[src/sv/twalk_pkg.sv]
// Shared types, constants and helpers of the Tremaux grid walker.
`timescale 1ns / 1ps
`default_nettype none
package twalk_pkg;

	localparam int MAX_SIDE    = 64;
	localparam int SIDE_BITS   = $clog2(MAX_SIDE);
	localparam int CFG_BITS    = 7;
	localparam int WEIGHT_BITS = 16;
	localparam int ADDR_BITS   = 2 * SIDE_BITS;
	localparam int DEPTH       = MAX_SIDE * MAX_SIDE;
	localparam int NBR_COUNT   = 4;
	localparam int SLOT_BITS   = 3;
	localparam int DATA_BITS   = 32;
	localparam int PADDR_BITS  = 3;

	typedef logic [SIDE_BITS-1:0]   side_t;
	typedef logic [CFG_BITS-1:0]    dim_t;
	typedef logic [WEIGHT_BITS-1:0] weight_t;
	typedef logic [ADDR_BITS-1:0]   addr_t;
	typedef logic [SLOT_BITS-1:0]   slot_t;

	// Request codes.
	localparam logic CMD_STEP  = 1'b0;
	localparam logic CMD_START = 1'b1;

	// Read slots: the four neighbours in priority order, then the current cell.
	localparam slot_t SLOT_XM  = 3'd0;
	localparam slot_t SLOT_XP  = 3'd1;
	localparam slot_t SLOT_YM  = 3'd2;
	localparam slot_t SLOT_YP  = 3'd3;
	localparam slot_t SLOT_CUR = 3'd4;

	// Register indexes (paddr[2]).
	localparam logic REG_WIDTH  = 1'b0;
	localparam logic REG_HEIGHT = 1'b1;

	localparam dim_t RESET_SIDE = 7'd16;

	localparam weight_t DEAD_CODE = {WEIGHT_BITS{1'b1}};
	localparam weight_t SAT_CODE  = DEAD_CODE - 1'b1;

	typedef struct packed {
		logic  capture;
		logic  clr_step;
		logic  rd_en;
		slot_t rd_sel;
		logic  quick_apply;
		logic  step_apply;
		logic  start_apply;
	} twalk_cmd_t;

	typedef struct packed {
		logic quick;
		logic clr_last;
	} twalk_stat_t;

	// Zero acts as one, anything above the largest side acts as the largest side.
	function automatic dim_t eff_side(dim_t v);
		dim_t r;
		r = v;
		if (v == '0) r = dim_t'(1);
		else if (v > dim_t'(MAX_SIDE)) r = dim_t'(MAX_SIDE);
		return r;
	endfunction

endpackage
`default_nettype wire

[src/sv/twalk_ctrl.sv]
// Controller state machine of the walker: sequences clearing, reads and write-back.
`timescale 1ns / 1ps
`default_nettype none
module twalk_ctrl (
	input  wire logic                  clk,
	input  wire logic                  arst_n,
	input  wire logic                  req_valid,
	output logic                       req_stall,
	input  wire logic                  cmd,
	output logic                       rsp_valid,
	input  wire logic                  rsp_stall,
	input  wire twalk_pkg::twalk_stat_t sts,
	output twalk_pkg::twalk_cmd_t      ctl
);

	typedef enum logic [2:0] {
		S_CLEAR,
		S_IDLE,
		S_CHECK,
		S_READ,
		S_WAIT,
		S_APPLY,
		S_START
	} state_t;

	state_t           state_q;
	twalk_pkg::slot_t slot_q;
	logic             start_pend_q;
	logic             rsp_valid_q;
	logic             out_free, emit;

	assign out_free  = !rsp_valid_q || !rsp_stall;
	assign req_stall = (state_q != S_IDLE);
	assign rsp_valid = rsp_valid_q;
	assign emit      = ctl.quick_apply || ctl.step_apply || ctl.start_apply;

	always_comb begin
		ctl = '0;
		ctl.rd_sel = slot_q;
		case (state_q)
			S_CLEAR: ctl.clr_step    = 1'b1;
			S_IDLE:  ctl.capture     = req_valid;
			S_CHECK: ctl.quick_apply = sts.quick && out_free;
			S_READ:  ctl.rd_en       = 1'b1;
			S_APPLY: ctl.step_apply  = out_free;
			S_START: ctl.start_apply = out_free;
			default: ctl = '0;
		endcase
	end

	always_ff @(posedge clk or negedge arst_n) begin
		if (!arst_n) begin
			state_q      <= S_CLEAR;
			slot_q       <= twalk_pkg::SLOT_XM;
			start_pend_q <= 1'b0;
			rsp_valid_q  <= 1'b0;
		end else begin
			rsp_valid_q <= emit || (rsp_valid_q && rsp_stall);
			case (state_q)
				S_CLEAR: begin
					if (sts.clr_last) begin
						state_q      <= start_pend_q ? S_START : S_IDLE;
						start_pend_q <= 1'b0;
					end
				end
				S_IDLE: begin
					if (req_valid) begin
						if (cmd == twalk_pkg::CMD_START) begin
							state_q      <= S_CLEAR;
							start_pend_q <= 1'b1;
						end else begin
							state_q <= S_CHECK;
						end
					end
				end
				S_CHECK: begin
					if (!sts.quick) begin
						state_q <= S_READ;
						slot_q  <= twalk_pkg::SLOT_XM;
					end else if (out_free) begin
						state_q <= S_IDLE;
					end
				end
				S_READ: begin
					if (slot_q == twalk_pkg::SLOT_CUR) state_q <= S_WAIT;
					else slot_q <= slot_q + 3'd1;
				end
				S_WAIT:  state_q <= S_APPLY;
				S_APPLY: if (out_free) state_q <= S_IDLE;
				S_START: if (out_free) state_q <= S_IDLE;
				default: state_q <= S_IDLE;
			endcase
		end
	end

endmodule
`default_nettype wire

[config.mk]
export PLATFORM = sky130hd
export DESIGN_NAME = twalk_ctrl
export DESIGN_NICKNAME = d
export VERILOG_FILES = /design/src/sv/twalk_pkg.sv /design/src/sv/twalk_ctrl.sv
export SDC_FILE = /design/constraint.sdc
export NUM_CORES = 1
export LEC_CHECK = 0
export BUFFER_PORTS_ARGS = -buffer_cell sky130_fd_sc_hd__buf_4
export CAP_MARGIN = 20
export CORE_AREA = 5 5 42 44
export CTS_CLUSTER_SIZE = 12
export DETAILED_ROUTE_END_ITERATION = 8
export DIE_AREA = 0 0 47 49
export PLACE_DENSITY_LB_ADDON = 0.08
export SETUP_SLACK_MARGIN = 0.1
export SLEW_MARGIN = 40
export SYNTH_ARGS = -nofsm -noshare
export SYNTH_HDL_FRONTEND = slang
export SYNTH_SLANG_ARGS = --single-unit
[constraint.sdc]
create_clock -name clk -period 1.7 [get_ports clk]
set_input_delay 0 -clock clk [delete_from_list [all_inputs] [get_ports clk]]
set_output_delay 0 -clock clk [all_outputs]
set_load 0.02 [all_outputs]
After elaboration in Yosys (flattened, before gate mapping):

Cells that the tools add are included.

* register bits after elaboration: 8
* input bits: 7
* output and inout port bits: 11
* logic and storage cells: 57

* add/subtract/negate cells: 1
* equality and inequality tests: 14
* multiplexer cells: 22
* reductions and logical operators: 16

Operators by type and width (number)
* $mux W3: 9
* $pmux W3 S6: 1
* $eq A3 B3 Y1 const B: 4
* $ne A2 B2 Y1 const B: 6
* $mux W1: 9
* $eq A3 B2 Y1 const B: 2
* $pmux W3 S2: 1
* $reduce_and A3 Y1: 2
* $reduce_or A6 Y1: 1
* $logic_or A1 B1 Y1: 4
* $reduce_and A4 Y1: 1
* $reduce_bool A2 Y1: 2
* $add A3 B1 Y3 const B: 1
* $eq A3 B1 Y1 const B: 1
* $logic_not A3 Y1: 1
* $ne A3 B1 Y1 const B: 1
* $logic_and A1 B1 Y1: 2
* $logic_not A1 Y1: 2
* $mux W2: 1
* $pmux W1 S2: 1
* $reduce_or A2 Y1: 1

Logic depth before layout (Yosys ltp):

* word-level depth: 7
* depth in mapped cells: 6
* depth with buffers taken out: 6

Worst setup path before layout:

OpenSTA, ideal clock, no wires.

* path type: reg-to-reg
* start: register state_q[2]
* end: register start_pend_q
* library setup time: 0.157 ns
* data arrival time: 1.291 ns
* required time: 1.543 ns
* slack: 0.252 ns
* cell stages (with the launch flop): 5
* clock period less this slack: 1.448 ns
* cells stage by stage: dfrtp_1 -> buf_2 -> buf_2 -> nor3_1 -> a21oi_1

* longest elaborated chain between the ends: 3
* elaborated cells between the ends (all ways): 8
* those cells by class: 4 x eq/ne; 1 x mux; 3 x reduce/logical

RTL lines
* from (decl): RTL line twalk_ctrl.sv:26 `state_t state_q;`
* from (signal assigned): RTL line twalk_ctrl.sv:62 `state_q <= start_pend_q ? S_START : S_IDLE;`
* $eq A3 B1 Y1 or $logic_not A3 Y1 (tied branches): RTL line twalk_ctrl.sv:59 `case (state_q)`
* $ne A2 B2 Y1 (no source line) or $reduce_bool A2 Y1 (tied branches)
* $reduce_and A4 Y1 (no source line)
* to (signal assigned): RTL line twalk_ctrl.sv:55 `start_pend_q <= 1'b0;`
* to (signal assigned): RTL line twalk_ctrl.sv:63 `start_pend_q <= 1'b0;`
* to (signal assigned): RTL line twalk_ctrl.sv:70 `start_pend_q <= 1'b1;`
* to (decl): RTL line twalk_ctrl.sv:28 `logic start_pend_q;`

Several ways; a longest one is shown, not always the timed one.
A chain may end at the register's enable or synchronous reset.

==> impl_results.rst <==
.. list-table::
   :header-rows: 1

   * - Metric
     - Value
   * - Number of max-cap violations
     - 0
   * - Antenna violations before repair
     - 0
   * - Total CTS buffers
     - 3
   * - Top-area cell type share of the netlist area
     - 0.327
   * - CTS H-tree depth
     - 1
   * - Max-slew violations
     - 0
   * - Core area
     - around 1400 um^2
   * - Setup repair after global routing missed its margin
     - no
   * - Die width
     - around 47 um
   * - Worst setup SP type
     - flip-flop
   * - Synth-to-Final Area Change
     - 26.8%
   * - Share of final-layout standard cells stronger than drive strength 1
     - 0.356
   * - Final Setup Violations
     - 0
   * - Wire per inst
     - around 13 um
   * - Most area-consuming cells after synthesis
     - sky130_fd_sc_hd__dfrtp_1, sky130_fd_sc_hd__a21oi_1, sky130_fd_sc_hd__ha_1
   * - Share of synthesized area occupied by flip-flops and latches
     - 0.327
   * - Most area-hungry cell type in the Yosys netlist
     - sky130_fd_sc_hd__dfrtp_1
   * - Number of endpoints with negative hold slack in the final report
     - 0
   * - Maximum clock path buffer count
     - 2
   * - Post-Synthesis Mean Instance Area
     - between 8 and 9 um^2
   * - Worst clock skew on the final layout
     - ~8 ps
   * - Leakage power of the design
     - 0.361 nW
   * - Initial DRT Pass Iterations
     - 4
   * - Synthesized net count
     - 81
   * - Worst R2R Setup Slack
     - between 200 and 250 ps
   * - TritonCTS clock tree
     - done
   * - Post-synthesis instance total
     - around 70
   * - Residual overflow from global routing
     - 0
   * - Setup Buffers After CTS
     - 0
   * - Final setup margin
     - roughly 180 ps
   * - Clock Pin Slew Worst Setup and Hold Paths
     - 60 ps
   * - Count of different cell masters after synthesis
     - 35
   * - Total track usage
     - 0.140
   * - Number of rows in the core area
     - 14
   * - Port buffer count
     - 17
   * - Y dimension of the die
     - 49 um
   * - Nets
     - between 100 and 150
   * - Sink count of the clock tree
     - 8
   * - Number of antenna-violating nets in the routed design
     - 0
   * - Aggregate routed wire length
     - about 1400 um
   * - Critical path required time
     - ~1700 ps
   * - Starting density of the core
     - 0.437
   * - Vias per cell
     - ~5.3
   * - Min-delay worst type
     - in2reg
   * - Detailed-route via count
     - 558
   * - Post-route clock period utilization
     - 0.891
   * - Number of synthesized flops with an enable pin
     - 0
   * - Syn. warnings
     - 0
   * - Wire length of the first global-routing pass
     - about 2300 um
   * - Flop and latch count out of synthesis
     - 8
   * - Critical setup path kind
     - reg2out
   * - Combined area of all synthesized cells
     - between 600 and 700 um^2
   * - Die area
     - 2300 um^2
   * - Headroom to the max-slew limit
     - 0.656
   * - Cell with the most instances after synthesis
     - sky130_fd_sc_hd__dfrtp_1
   * - Number of standard cells in the final layout excluding fillers
     - approximately 110
   * - Hpwl dp
     - about 1100 um
   * - Cell at the root of the clock tree
     - sky130_fd_sc_hd__clkbuf_4
   * - Overall power of the completed layout
     - 0.00147 W
   * - Critical path capture point type
     - output pin
   * - Crit path time final
     - between 1500 and 2000 ps
   * - Final weighted congestion of routability-driven global placement
     - between 0.7 and 0.8
   * - Max VDD drop
     - slightly below 0.001 V
   * - Max Freq
     - 0.660 GHz
   * - Via count of the first global-routing pass
     - approximately 550
   * - Antenna cells
     - 0
   * - DP Cell Count
     - approximately 100
   * - Outcome
     - completed
   * - Critical Path Fanout Max
     - 14
   * - DRC violation count after routing
     - 0
   * - Main flop type after synthesis
     - sky130_fd_sc_hd__dfrtp_1
   * - Insertion delay to the later sink of the worst-skew pair
     - ~250 ps
   * - Maximum number of pins on one net before global-route repair
     - 18
   * - TNS Setup
     - 0 ps
   * - Top Ports
     - 18
   * - Share of async-settable or async-resettable flops after synthesis
     - 1.00
   * - Power Dens Cells
     - 1900 nW/um^2
   * - Least-Margin Pin Slew
     - a little over 500 ps
   * - Arrival time reported for the critical path endpoint
     - 1520 ps
   * - Ranking of synthesized cells by instance count
     - sky130_fd_sc_hd__dfrtp_1, sky130_fd_sc_hd__a21oi_1, sky130_fd_sc_hd__nor2_1, sky130_fd_sc_hd__nand2_1
   * - Drt initial violations
     - 9
   * - Minimum setup slack after placement
     - ~240 ps
through the flow:
stage	hold WS, ps	util	cell area, um^2
6_report	29.6	0.554	776
5_1_grt	51.1	0.554	776
4_1_cts	19.4	0.553	774
3_5_place_dp	-175	0.529	742
3_3_place_gp	-175	0.529	742
2_1_floorplan	-296	-	612
logic make-up (layout without fill, tap and decap cells):
logic type | after synthesis | in the layout | share of synthesized area
simple gates | 27 | 27 | 0.250
flops | 8 | 8 | 0.327
compound gates | 24 | 24 | 0.278
buf+inv | 9 | 27 | 0.0716
xor+xnor | 1 | 1 | 0.0143
fa+ha+maj | 2 | 2 | 0.0409
mux | 1 | 1 | 0.0184
worst max-delay path: stages (launching register included):
cell and delay (ps):
sky130_fd_sc_hd__dfrtp_1 540, sky130_fd_sc_hd__or3_4 470, sky130_fd_sc_hd__nor2_1 100, sky130_fd_sc_hd__buf_4 150
final timing paths:
path / from / cells past startpoint / endpoint
max in group asynchronous: arst_n / 2 / state_q[0]
max reg2reg: slot_q[0] / 6 / state_q[0]
min reg2reg: slot_q[2] / 1 / slot_q[2]
max: state_q[1] / 3 / ctl[8]
min in group asynchronous: arst_n / 2 / slot_q[0]
min: sts[1] / 3 / rsp_valid
flip-flops by register name, summed over array words and instances (netlist names):
signal	flops
slot_q	3
state_q	3
rsp_valid	1
start_pend_q	1
placed cells by master, fill, tap and decap left out, types with 2 or more instances in the layout:
cell type,n
sky130_fd_sc_hd__buf_4,18
sky130_fd_sc_hd__nand2_1,5
sky130_fd_sc_hd__nor2b_1,2
sky130_fd_sc_hd__nor2_1,6
sky130_fd_sc_hd__and4_1,2
sky130_fd_sc_hd__a21oi_1,7
sky130_fd_sc_hd__dfrtp_1,7
sky130_fd_sc_hd__nor3_1,3
sky130_fd_sc_hd__o21ai_0,4
sky130_fd_sc_hd__ha_1,2
sky130_fd_sc_hd__clkbuf_4,3
sky130_fd_sc_hd__nand2b_1,3
sky130_fd_sc_hd__inv_1,4
area by class of cell:
cell class	count	area, um^2
fill	148	626
timing repair buffer	19	145
multi-input combinational	55	368
clock buffer	3	22.5
inverter	5	18.8
sequential	8	201
tap	16	20.0
power by group:
| group | leakage, nW | switching (W) | total [W] | internal [W] |
|---|---|---|---|---|
| Sequential | 0.100 | 0.000153 | 0.000430 | 0.000277 |
| Combinational | 0.247 | 0.000477 | 0.000901 | 0.000423 |
| Clock | 0.0138 | 0.0000613 | 0.000142 | 0.0000806 |
| Total | 0.361 | 0.000691 | 0.00147 | 0.000781 |
routing by layer:
layer / global-route usage / wire [um]
met2: 0.195 / 644
met5: 0 / 0
met3: 0.0406 / 112
met4: 0.0922 / 19
met1: 0.181 / 612
repair_timing:
action	4_1_cts	5_1_grt
resized for setup	0	1
hold buffers	1	0
hold endpoints to repair	8	0
endpoints found under the setup margin	0	1
No activity file was read; power rests on OpenSTA's default activity.
